<file path="src/design/drs_pkg.sv">
`timescale 1ns / 1ps
`default_nettype none
// -----------------------------------------------------------------------------
// drs_pkg
// Shared types and constants for the dependency-ready scheduler.
// -----------------------------------------------------------------------------
package drs_pkg;

   localparam int NODE_SLOTS_DEF   = 16;
   localparam int PAYLOAD_BITS_DEF = 32;
   localparam int ACTION_BITS      = 2;
   localparam int SLOT_FIELD_BITS  = 4;
   localparam int PAY_FIELD_BITS   = 32;

   typedef enum logic [ACTION_BITS-1:0] {
      ACT_ADD_NODE = 2'd0,
      ACT_ADD_EDGE = 2'd1,
      ACT_NEXT     = 2'd2,
      ACT_REMOVE   = 2'd3
   } action_type;

   typedef enum logic [2:0] {
      ST_IDLE,
      ST_EDGE_WR,
      ST_SCAN,
      ST_FETCH,
      ST_CLEAR
   } state_type;

   // payload memory port control
   typedef struct packed {
      logic rd_en;
      logic wr_en;
   } pay_ctl_type;

   // end of one transfer's work
   typedef struct packed {
      logic done;
      logic found;
   } finish_type;

endpackage : drs_pkg
`default_nettype wire

</file>
<file path="src/design/drs_deps.sv">
`timescale 1ns / 1ps
`default_nettype none
// -----------------------------------------------------------------------------
// drs_deps
// Dependency row memory: one row per slot, one read and one write a cycle.
// Per-row valid flags make unwritten rows read as zero after reset.
// -----------------------------------------------------------------------------
module drs_deps import drs_pkg::*; #(
   parameter  int NODE_SLOTS = NODE_SLOTS_DEF,
   localparam int SLOT_BITS  = $clog2(NODE_SLOTS)
) (
   input  logic                  clock,
   input  logic                  reset,
   input  logic                  rd_en,
   input  logic [SLOT_BITS-1:0]  rd_addr,
   output logic [NODE_SLOTS-1:0] rd_row,
   input  logic                  wr_en,
   input  logic [SLOT_BITS-1:0]  wr_addr,
   input  logic [NODE_SLOTS-1:0] wr_row
);

   logic [NODE_SLOTS-1:0] mem [NODE_SLOTS];
   logic [NODE_SLOTS-1:0] rd_data_ff;
   logic [NODE_SLOTS-1:0] row_valid_ff;
   logic                  rd_valid_ff;

   always_ff @(posedge clock) begin
      if (wr_en) begin
         mem[wr_addr] <= wr_row;
      end
      if (rd_en) begin
         rd_data_ff <= mem[rd_addr];
      end
   end

   always_ff @(posedge clock) begin
      if (reset) begin
         row_valid_ff <= '0;
         rd_valid_ff  <= 1'b0;
      end else begin
         if (wr_en) begin
            row_valid_ff[wr_addr] <= 1'b1;
         end
         if (rd_en) begin
            rd_valid_ff <= row_valid_ff[rd_addr];
         end
      end
   end

   assign rd_row = rd_valid_ff ? rd_data_ff : '0;

endmodule : drs_deps
`default_nettype wire

</file>
<file path="src/design/drs_ctrl.sv">
`timescale 1ns / 1ps
`default_nettype none
// -----------------------------------------------------------------------------
// drs_ctrl
// Sequencer: decodes actions, holds presence and handed-out flags, walks the
// dependency rows for next and remove, drives both memories.
// -----------------------------------------------------------------------------
module drs_ctrl import drs_pkg::*; #(
   parameter  int NODE_SLOTS   = NODE_SLOTS_DEF,
   parameter  int PAYLOAD_BITS = PAYLOAD_BITS_DEF,
   localparam int SLOT_BITS    = $clog2(NODE_SLOTS)
) (
   input  logic                       clock,
   input  logic                       reset,
   input  logic                       start,
   output logic                       busy,
   input  logic [ACTION_BITS-1:0]     action,
   input  logic [SLOT_FIELD_BITS-1:0] node_slot,
   input  logic [SLOT_FIELD_BITS-1:0] dependent_slot,
   input  logic [PAY_FIELD_BITS-1:0]  node_payload,
   input  logic [PAY_FIELD_BITS-1:0]  dependent_payload,
   output logic                       dep_rd_en,
   output logic [SLOT_BITS-1:0]       dep_rd_addr,
   input  logic [NODE_SLOTS-1:0]      dep_rd_row,
   output logic                       dep_wr_en,
   output logic [SLOT_BITS-1:0]       dep_wr_addr,
   output logic [NODE_SLOTS-1:0]      dep_wr_row,
   output pay_ctl_type                pay_ctl,
   output logic [SLOT_BITS-1:0]       pay_addr,
   output logic [PAYLOAD_BITS-1:0]    pay_wr_data,
   output finish_type                 finish,
   output logic [SLOT_BITS-1:0]       finish_slot
);

   localparam logic [SLOT_BITS-1:0] LAST_SLOT = SLOT_BITS'(NODE_SLOTS - 1);

   state_type               state_ff, state_in;
   logic [SLOT_BITS-1:0]    idx_ff, idx_in;
   logic [SLOT_BITS-1:0]    src_ff, dep_ff;
   logic [PAYLOAD_BITS-1:0] dep_pay_ff;
   logic [NODE_SLOTS-1:0]   present_ff, present_in;
   logic [NODE_SLOTS-1:0]   handed_ff, handed_in;

   action_type              act;
   logic                    accept;
   logic                    src_ok, dep_ok;
   logic [SLOT_BITS-1:0]    src_idx, dep_idx;
   logic [NODE_SLOTS-1:0]   src_bit_in, dep_bit_in, src_bit_ff, idx_bit;
   logic                    cand, last;

   assign act     = action_type'(action);
   assign busy    = (state_ff != ST_IDLE);
   assign accept  = start && !busy;
   assign src_ok  = int'(node_slot) < NODE_SLOTS;
   assign dep_ok  = int'(dependent_slot) < NODE_SLOTS;
   assign src_idx = SLOT_BITS'(node_slot);
   assign dep_idx = SLOT_BITS'(dependent_slot);

   assign src_bit_in = NODE_SLOTS'(1) << src_idx;
   assign dep_bit_in = NODE_SLOTS'(1) << dep_idx;
   assign src_bit_ff = NODE_SLOTS'(1) << src_ff;
   assign idx_bit    = NODE_SLOTS'(1) << idx_ff;

   // row idx_ff is ready when present, not yet handed out and waiting on none
   assign cand = present_ff[idx_ff] && !handed_ff[idx_ff] && (dep_rd_row == '0);
   assign last = (idx_ff == LAST_SLOT);

   // next state
   always_comb begin
      state_in = state_ff;
      unique case (state_ff)
         ST_IDLE: begin
            if (accept) begin
               unique case (act)
                  ACT_ADD_NODE: state_in = ST_IDLE;
                  ACT_ADD_EDGE: state_in = (src_ok && dep_ok) ? ST_EDGE_WR : ST_IDLE;
                  ACT_NEXT:     state_in = ST_SCAN;
                  ACT_REMOVE:   state_in = src_ok ? ST_CLEAR : ST_IDLE;
                  default:      state_in = ST_IDLE;
               endcase
            end
         end
         ST_EDGE_WR: state_in = ST_IDLE;
         ST_SCAN: begin
            if (cand) begin
               state_in = ST_FETCH;
            end else if (last) begin
               state_in = ST_IDLE;
            end
         end
         ST_FETCH: state_in = ST_IDLE;
         ST_CLEAR: begin
            if (last) begin
               state_in = ST_IDLE;
            end
         end
         default: state_in = ST_IDLE;
      endcase
   end

   // memory commands and completion
   always_comb begin
      dep_rd_en   = 1'b0;
      dep_rd_addr = '0;
      dep_wr_en   = 1'b0;
      dep_wr_addr = idx_ff;
      dep_wr_row  = '0;
      pay_ctl     = '0;
      pay_addr    = src_idx;
      pay_wr_data = PAYLOAD_BITS'(node_payload);
      finish      = '0;
      finish_slot = idx_ff;
      unique case (state_ff)
         ST_IDLE: begin
            if (accept) begin
               unique case (act)
                  ACT_ADD_NODE: begin
                     pay_ctl.wr_en = src_ok;
                     finish.done   = 1'b1;
                  end
                  ACT_ADD_EDGE: begin
                     if (src_ok && dep_ok) begin
                        pay_ctl.wr_en = 1'b1;
                        dep_rd_en     = 1'b1;
                        dep_rd_addr   = dep_idx;
                     end else begin
                        finish.done = 1'b1;
                     end
                  end
                  ACT_NEXT: begin
                     dep_rd_en = 1'b1;
                  end
                  ACT_REMOVE: begin
                     if (src_ok) begin
                        dep_rd_en = 1'b1;
                     end else begin
                        finish.done = 1'b1;
                     end
                  end
                  default: finish.done = 1'b1;
               endcase
            end
         end
         ST_EDGE_WR: begin
            // dependent payload goes last so a self edge keeps it
            pay_ctl.wr_en = 1'b1;
            pay_addr      = dep_ff;
            pay_wr_data   = dep_pay_ff;
            dep_wr_en     = 1'b1;
            dep_wr_addr   = dep_ff;
            dep_wr_row    = dep_rd_row | src_bit_ff;
            finish.done   = 1'b1;
         end
         ST_SCAN: begin
            if (cand) begin
               pay_ctl.rd_en = 1'b1;
               pay_addr      = idx_ff;
            end else if (last) begin
               finish.done = 1'b1;
            end else begin
               dep_rd_en   = 1'b1;
               dep_rd_addr = SLOT_BITS'(idx_ff + 1'b1);
            end
         end
         ST_FETCH: begin
            finish.done  = 1'b1;
            finish.found = 1'b1;
         end
         ST_CLEAR: begin
            dep_wr_en  = 1'b1;
            dep_wr_row = (idx_ff == src_ff) ? '0 : (dep_rd_row & ~src_bit_ff);
            if (last) begin
               finish.done = 1'b1;
            end else begin
               dep_rd_en   = 1'b1;
               dep_rd_addr = SLOT_BITS'(idx_ff + 1'b1);
            end
         end
         default: ;
      endcase
   end

   // flag and counter updates
   always_comb begin
      present_in = present_ff;
      handed_in  = handed_ff;
      idx_in     = idx_ff;
      unique case (state_ff)
         ST_IDLE: begin
            idx_in = '0;
            if (accept) begin
               unique case (act)
                  ACT_ADD_NODE: begin
                     if (src_ok) present_in = present_ff | src_bit_in;
                  end
                  ACT_ADD_EDGE: begin
                     if (src_ok && dep_ok) present_in = present_ff | src_bit_in | dep_bit_in;
                  end
                  ACT_REMOVE: begin
                     if (src_ok) begin
                        present_in = present_ff & ~src_bit_in;
                        handed_in  = handed_ff & ~src_bit_in;
                     end
                  end
                  default: ;
               endcase
            end
         end
         ST_SCAN: begin
            if (cand) begin
               handed_in = handed_ff | idx_bit;
            end else if (!last) begin
               idx_in = SLOT_BITS'(idx_ff + 1'b1);
            end
         end
         ST_CLEAR: begin
            if (!last) idx_in = SLOT_BITS'(idx_ff + 1'b1);
         end
         default: ;
      endcase
   end

   always_ff @(posedge clock) begin
      if (reset) begin
         state_ff   <= ST_IDLE;
         present_ff <= '0;
         handed_ff  <= '0;
         idx_ff     <= '0;
      end else begin
         state_ff   <= state_in;
         present_ff <= present_in;
         handed_ff  <= handed_in;
         idx_ff     <= idx_in;
      end
   end

   always_ff @(posedge clock) begin
      if (accept) begin
         src_ff     <= src_idx;
         dep_ff     <= dep_idx;
         dep_pay_ff <= PAYLOAD_BITS'(dependent_payload);
      end
   end

endmodule : drs_ctrl
`default_nettype wire

</file>
<file path="src/design/dependency_ready_scheduler.sv">
`timescale 1ns / 1ps
`default_nettype none
// -----------------------------------------------------------------------------
// dependency_ready_scheduler
// Task scheduler over a fixed set of node slots with dependency edges.
// -----------------------------------------------------------------------------
//  channel   ports                                   transfer when
//  request   start/busy, req_action, req_*_slot,      start && !busy
//            req_*_payload
//  response  rsp_strobe, rsp_found, rsp_ready_slot,   rsp_strobe (one cycle)
//            rsp_ready_payload
//
//  Add node: done in the accept cycle, busy stays low. Add edge: a
//  dependency row read-modify-write. Next: one dependency row per cycle
//  through the row memory read port, plus a payload fetch on a hit.
//  Remove: one row read and written back per cycle. The response is
//  registered and shows in the cycle after the work ends. Synchronous
//  reset clears flags at once; no clearing pass. The receiver cannot
//  stall the response.
// -----------------------------------------------------------------------------
module dependency_ready_scheduler import drs_pkg::*; #(
   parameter  int NODE_SLOTS   = NODE_SLOTS_DEF,
   parameter  int PAYLOAD_BITS = PAYLOAD_BITS_DEF
) (
   input  logic                       clock,
   input  logic                       reset,
   input  logic                       start,
   output logic                       busy,
   input  logic [ACTION_BITS-1:0]     req_action,
   input  logic [SLOT_FIELD_BITS-1:0] req_node_slot,
   input  logic [SLOT_FIELD_BITS-1:0] req_dependent_slot,
   input  logic [PAY_FIELD_BITS-1:0]  req_node_payload,
   input  logic [PAY_FIELD_BITS-1:0]  req_dependent_payload,
   output logic                       rsp_strobe,
   output logic                       rsp_found,
   output logic [SLOT_FIELD_BITS-1:0] rsp_ready_slot,
   output logic [PAY_FIELD_BITS-1:0]  rsp_ready_payload
);

   localparam int SLOT_BITS = $clog2(NODE_SLOTS);

   logic                    dep_rd_en, dep_wr_en;
   logic [SLOT_BITS-1:0]    dep_rd_addr, dep_wr_addr;
   logic [NODE_SLOTS-1:0]   dep_rd_row, dep_wr_row;
   pay_ctl_type             pay_ctl;
   logic [SLOT_BITS-1:0]    pay_addr;
   logic [PAYLOAD_BITS-1:0] pay_wr_data;
   finish_type              finish;
   logic [SLOT_BITS-1:0]    finish_slot;

   // payload memory, read data registered
   logic [PAYLOAD_BITS-1:0] pay_mem [NODE_SLOTS];
   logic [PAYLOAD_BITS-1:0] pay_rd_ff;

   // response register
   logic                       rsp_strobe_ff;
   logic                       rsp_found_ff;
   logic [SLOT_FIELD_BITS-1:0] rsp_slot_ff;
   logic [PAY_FIELD_BITS-1:0]  rsp_payload_ff;

   drs_ctrl #(
      .NODE_SLOTS   (NODE_SLOTS),
      .PAYLOAD_BITS (PAYLOAD_BITS)
   ) u_ctrl (
      .clock             (clock),
      .reset             (reset),
      .start             (start),
      .busy              (busy),
      .action            (req_action),
      .node_slot         (req_node_slot),
      .dependent_slot    (req_dependent_slot),
      .node_payload      (req_node_payload),
      .dependent_payload (req_dependent_payload),
      .dep_rd_en         (dep_rd_en),
      .dep_rd_addr       (dep_rd_addr),
      .dep_rd_row        (dep_rd_row),
      .dep_wr_en         (dep_wr_en),
      .dep_wr_addr       (dep_wr_addr),
      .dep_wr_row        (dep_wr_row),
      .pay_ctl           (pay_ctl),
      .pay_addr          (pay_addr),
      .pay_wr_data       (pay_wr_data),
      .finish            (finish),
      .finish_slot       (finish_slot)
   );

   drs_deps #(
      .NODE_SLOTS (NODE_SLOTS)
   ) u_deps (
      .clock   (clock),
      .reset   (reset),
      .rd_en   (dep_rd_en),
      .rd_addr (dep_rd_addr),
      .rd_row  (dep_rd_row),
      .wr_en   (dep_wr_en),
      .wr_addr (dep_wr_addr),
      .wr_row  (dep_wr_row)
   );

   // payloads are only read for present slots, which were always written
   always_ff @(posedge clock) begin
      if (pay_ctl.wr_en) begin
         pay_mem[pay_addr] <= pay_wr_data;
      end
      if (pay_ctl.rd_en) begin
         pay_rd_ff <= pay_mem[pay_addr];
      end
   end

   always_ff @(posedge clock) begin
      if (reset) begin
         rsp_strobe_ff <= 1'b0;
      end else begin
         rsp_strobe_ff <= finish.done;
      end
   end

   // miss and non-next actions report all zero
   always_ff @(posedge clock) begin
      if (finish.done) begin
         rsp_found_ff   <= finish.found;
         rsp_slot_ff    <= finish.found ? SLOT_FIELD_BITS'(finish_slot) : '0;
         rsp_payload_ff <= finish.found ? PAY_FIELD_BITS'(pay_rd_ff) : '0;
      end
   end

   assign rsp_strobe        = rsp_strobe_ff;
   assign rsp_found         = rsp_found_ff;
   assign rsp_ready_slot    = rsp_slot_ff;
   assign rsp_ready_payload = rsp_payload_ff;

endmodule : dependency_ready_scheduler
`default_nettype wire

</file>
<file path="config.mk">
export PLATFORM = sky130hd
export DESIGN_NAME = dependency_ready_scheduler
export DESIGN_NICKNAME = d
export VERILOG_FILES = /design/src/design/drs_pkg.sv /design/src/design/drs_deps.sv /design/src/design/drs_ctrl.sv /design/src/design/dependency_ready_scheduler.sv
export SDC_FILE = /design/constraint.sdc
export NUM_CORES = 1
export LEC_CHECK = 0
export BUFFER_PORTS_ARGS = -buffer_cell sky130_fd_sc_hd__buf_2
export CORE_MARGIN = 2
export CORE_UTILIZATION = 35
export DETAILED_ROUTE_END_ITERATION = 6
export HOLD_SLACK_MARGIN = 0.02
export SKIP_LAST_GASP = 1
export SLEW_MARGIN = 20
export SYNTH_ARGS = -nofsm -noshare
export SYNTH_HDL_FRONTEND = slang
export SYNTH_SLANG_ARGS = --single-unit
</file>
<file path="constraint.sdc">
create_clock -name clock -period 5.73 [get_ports clock]
set_input_delay 0.573 -clock clock [delete_from_list [all_inputs] [get_ports clock]]
set_output_delay 0.573 -clock clock [all_outputs]
set_load 0.005 [all_outputs]
</file>
==> out/metrics.cfg <==
[status]
status=finished, final reports clean

[finish]
n_antenna_cell=0
drive_gt1_frac=0.1989
num-nets-final=2659
fill_cells=9742
synthToLayoutAreaGrowth_pct=14.99

[clock_tree]
clkLatencyLatePin_ns=0.69
postCtsHoldBufs=0
cts_num_sinks=950
cts.repair.resized=0
cts.reportedPaths.clkPinSlew_ns=0.06
cts_buffers=99
cts_root_buf=clkbuf_16
cts-htree-levels=3
postCtsSetupBuffers=0
cts_max_path_buffers=3
cts_tree=done

[synth]
synth_edf_count=893
synth_fp_nets=2526
ys_seq_area_frac=0.7316
ys_ff_latch=950
netlist_area_um2=38210
synth_flop_cell=edfxtp_1
synth_cell_types=64
ys_async_sr_fraction=0
yosysWarnings=0
syn_avg_cell_area_um2=15.64
netlist_instances=2443

[place]
place.gp.congestion=0.8792
pre_cts_ws_ns=0.6693
dpl.hpwl_mm=56.34
io_buffer_count=115

[critical_path]
crit_path_top_delay_cell=nor2_4
r2r_start=u_ctrl.finish_slot[0]$_SDFFE_PP0P_
r2r.worst_path.cells=8
arrival_ns=5.55
worstPathCellList=inv_1 > mux4_2 > a222oi_1 > a31oi_1 > a221oi_2 > nand2b_2 > nor2_4 > buf_4
r2r_end=pay_mem[4][29]$_DFFE_PP_
cp.required_ns=6.10
start_kind=flop
crit_type=flop to flop
slowest_delay_ns=0.85
r2r_setup_slack_ns=0.55
cp-end-kind=flop
worstPathMaxFanout=23

[grt]
antenna_found_initial=3
grt_start_max_net_pins=138
grt_usage=0.1674
gr-total-overflow=0
grt_pass1_vias=21660
grt_pass1_wl_mm=139.9

[floorplanning]
die_w_um=334.4
die_area_um2=111800
initial_utilization=0.3520
die_h_um=334.4
core_um2=108600
io_pins=116
rows=121

[pwr]
power.density_nw_per_um2=344.4
leakage_uw=0.01489
ir_drop_v=0.0002876
power_uw=15130

[worst_hold_path]
hold_path_class=input pin to flop
worstHoldStart=req_dependent_payload[11]
min_to=u_ctrl.dep_pay_ff[11]$_DFFE_PN_
worstHoldPathCells=1

[route]
drt_iter0_drc=1679
ant_nets=0
viasPerCell=5.264
drc=0
wire_per_inst_um=23.35
via_count=21450
firstDrtPassIters=7
finalWirelength_mm=95.13

[timing]
max_slew_margin=0.2633
setup_slack_ns=0.5460
holdWs_ns=0.07506
max_freq_mhz=192.9
hold_viol_final=0
rsz0062_at_grt=no
tightest_slew_ns=1.094
post-route-min-period_ns=5.184
min_period_over_period=0.9047
maxSlewViolCount=0
fin_skew_ns=0.03925
setup_viol=0
finalSetupTns_ns=0

[run]
drv_cap=0

power breakdown:
group	internal [uW]	switching, uW	total, uW
Sequential	7730	51.5	7780
Clock	3650	2700	6350
Combinational	343	655	998
Total	11700	3410	15100
metal layers:
metal,track usage,share of wire
met1,0.2213,0.43
met2,0.2806,0.49
met3,0.02377,0.047
met4,0.06163,0.032
met5,0,0
logic make-up (layout without fill, tap and decap cells):
| kind of cell | Yosys count | in the layout | synth area share |
|---|---|---|---|
| and+or+nand+nor | 551 | 551 | 0.06843 |
| buffers and inverters | 155 | 372 | 0.01971 |
| DFF | 950 | 950 | 0.7316 |
| xor gates and xnor gates | 6 | 6 | 0.001375 |
| adders and majority gates | 6 | 6 | 0.001964 |
| AOI/OAI and AO/OA | 352 | 352 | 0.06028 |
| muxes | 423 | 423 | 0.1167 |
Yosys cell counts, types with 41 or more instances:
| library cell | instances | area (um2) |
|---|---|---|
| and2_1 | 41 | 256.5 |
| mux2i_1 | 262 | 2623 |
| o22ai_1 | 121 | 757.0 |
| nor2_1 | 107 | 401.6 |
| a211oi_1 | 44 | 330.3 |
| clkbuf_1 | 66 | 247.7 |
| mux2_2 | 141 | 1588 |
| nand2_1 | 215 | 807.0 |
| a21oi_1 | 76 | 380.4 |
| dfxtp_1 | 57 | 1141 |
| edfxtp_1 | 893 | 26820 |
| buf_2 | 41 | 205.2 |
| nor3_1 | 53 | 265.3 |
sequential cells by signal (all words and copies together) (netlist names):
register	count
pay_mem	512
u_deps.mem	256
pay_rd_ff	32
rsp_ready_payload	32
u_ctrl.dep_pay_ff	32
u_ctrl.handed_ff	16
u_ctrl.present_ff	16
u_deps.rd_data_ff	16
u_deps.row_valid_ff	16
rsp_ready_slot	4
u_ctrl.dep_ff	4
u_ctrl.finish_slot	4
u_ctrl.src_ff	4
u_ctrl.state_ff	3
rsp_found	1
rsp_strobe	1
u_deps.rd_valid_ff	1
worst max path at each step:
stage	start	end	slack, ns	depth (start not counted)
after floorplan	u_ctrl.finish_slot[1]$_SDFFE_PP0P_	pay_mem[12][0]$_DFFE_PP_	1.16	11
after global placement	u_ctrl.finish_slot[0]$_SDFFE_PP0P_	pay_mem[7][6]$_DFFE_PP_	0.90	10
after detailed placement	u_ctrl.finish_slot[0]$_SDFFE_PP0P_	pay_mem[4][20]$_DFFE_PP_	0.67	8
after CTS	u_ctrl.finish_slot[0]$_SDFFE_PP0P_	pay_mem[4][29]$_DFFE_PP_	0.61	8
after global routing	u_ctrl.finish_slot[0]$_SDFFE_PP0P_	pay_mem[7][2]$_DFFE_PP_	0.23	10
final	u_ctrl.finish_slot[0]$_SDFFE_PP0P_	pay_mem[4][29]$_DFFE_PP_	0.55	8
per-stage QoR:
step                        util  std cells  area [um2]
after global routing      0.4048       4074       43940
final                     0.4048       4074       43940
after floorplan                -       2443       38210
after detailed placement  0.3749       3888       40700
after global placement    0.3747       3888       40670
after CTS                 0.4045       4073       43900
cell type report:
class                      instances  area, um2  area share
clock inverter                    67      616.8     0.01404
tap                             1414       1769     0.04026
timing repair buffer             176       1162     0.02645
clock buffer                     118       2591     0.05897
multi-input combinational       1338       9804      0.2231
inverter                          11      41.29   0.0009396
sequential                       950      27960      0.6362
cell usage in the layout (no fill, tap or decap), types with 37 or more instances in the layout:
cell | synthesis | layout
nor2_1 | 107 | 75
and2_1 | 41 | 40
buf_2 | 41 | 115
a21oi_1 | 76 | 68
nand2_1 | 215 | 214
nor2b_1 | 38 | 38
a31oi_1 | 38 | 37
o22ai_1 | 121 | 121
edfxtp_1 | 893 | 893
clkbuf_16 | 0 | 101
dfxtp_1 | 57 | 57
mux2i_1 | 262 | 262
buf_4 | 24 | 49
a211oi_1 | 44 | 44
mux2_2 | 141 | 141
nor3_1 | 53 | 53
critical path: cells and delay by family, from the launching register on:
| kind | cells | cell delay [ns] |
|---|---|---|
| compound gates | 3 | 1.53 |
| simple gates | 2 | 1.46 |
| buf+inv | 2 | 0.73 |
| flops | 1 | 0.72 |
| mux | 1 | 0.39 |
Note: power is estimated with default switching activity, not from simulation.
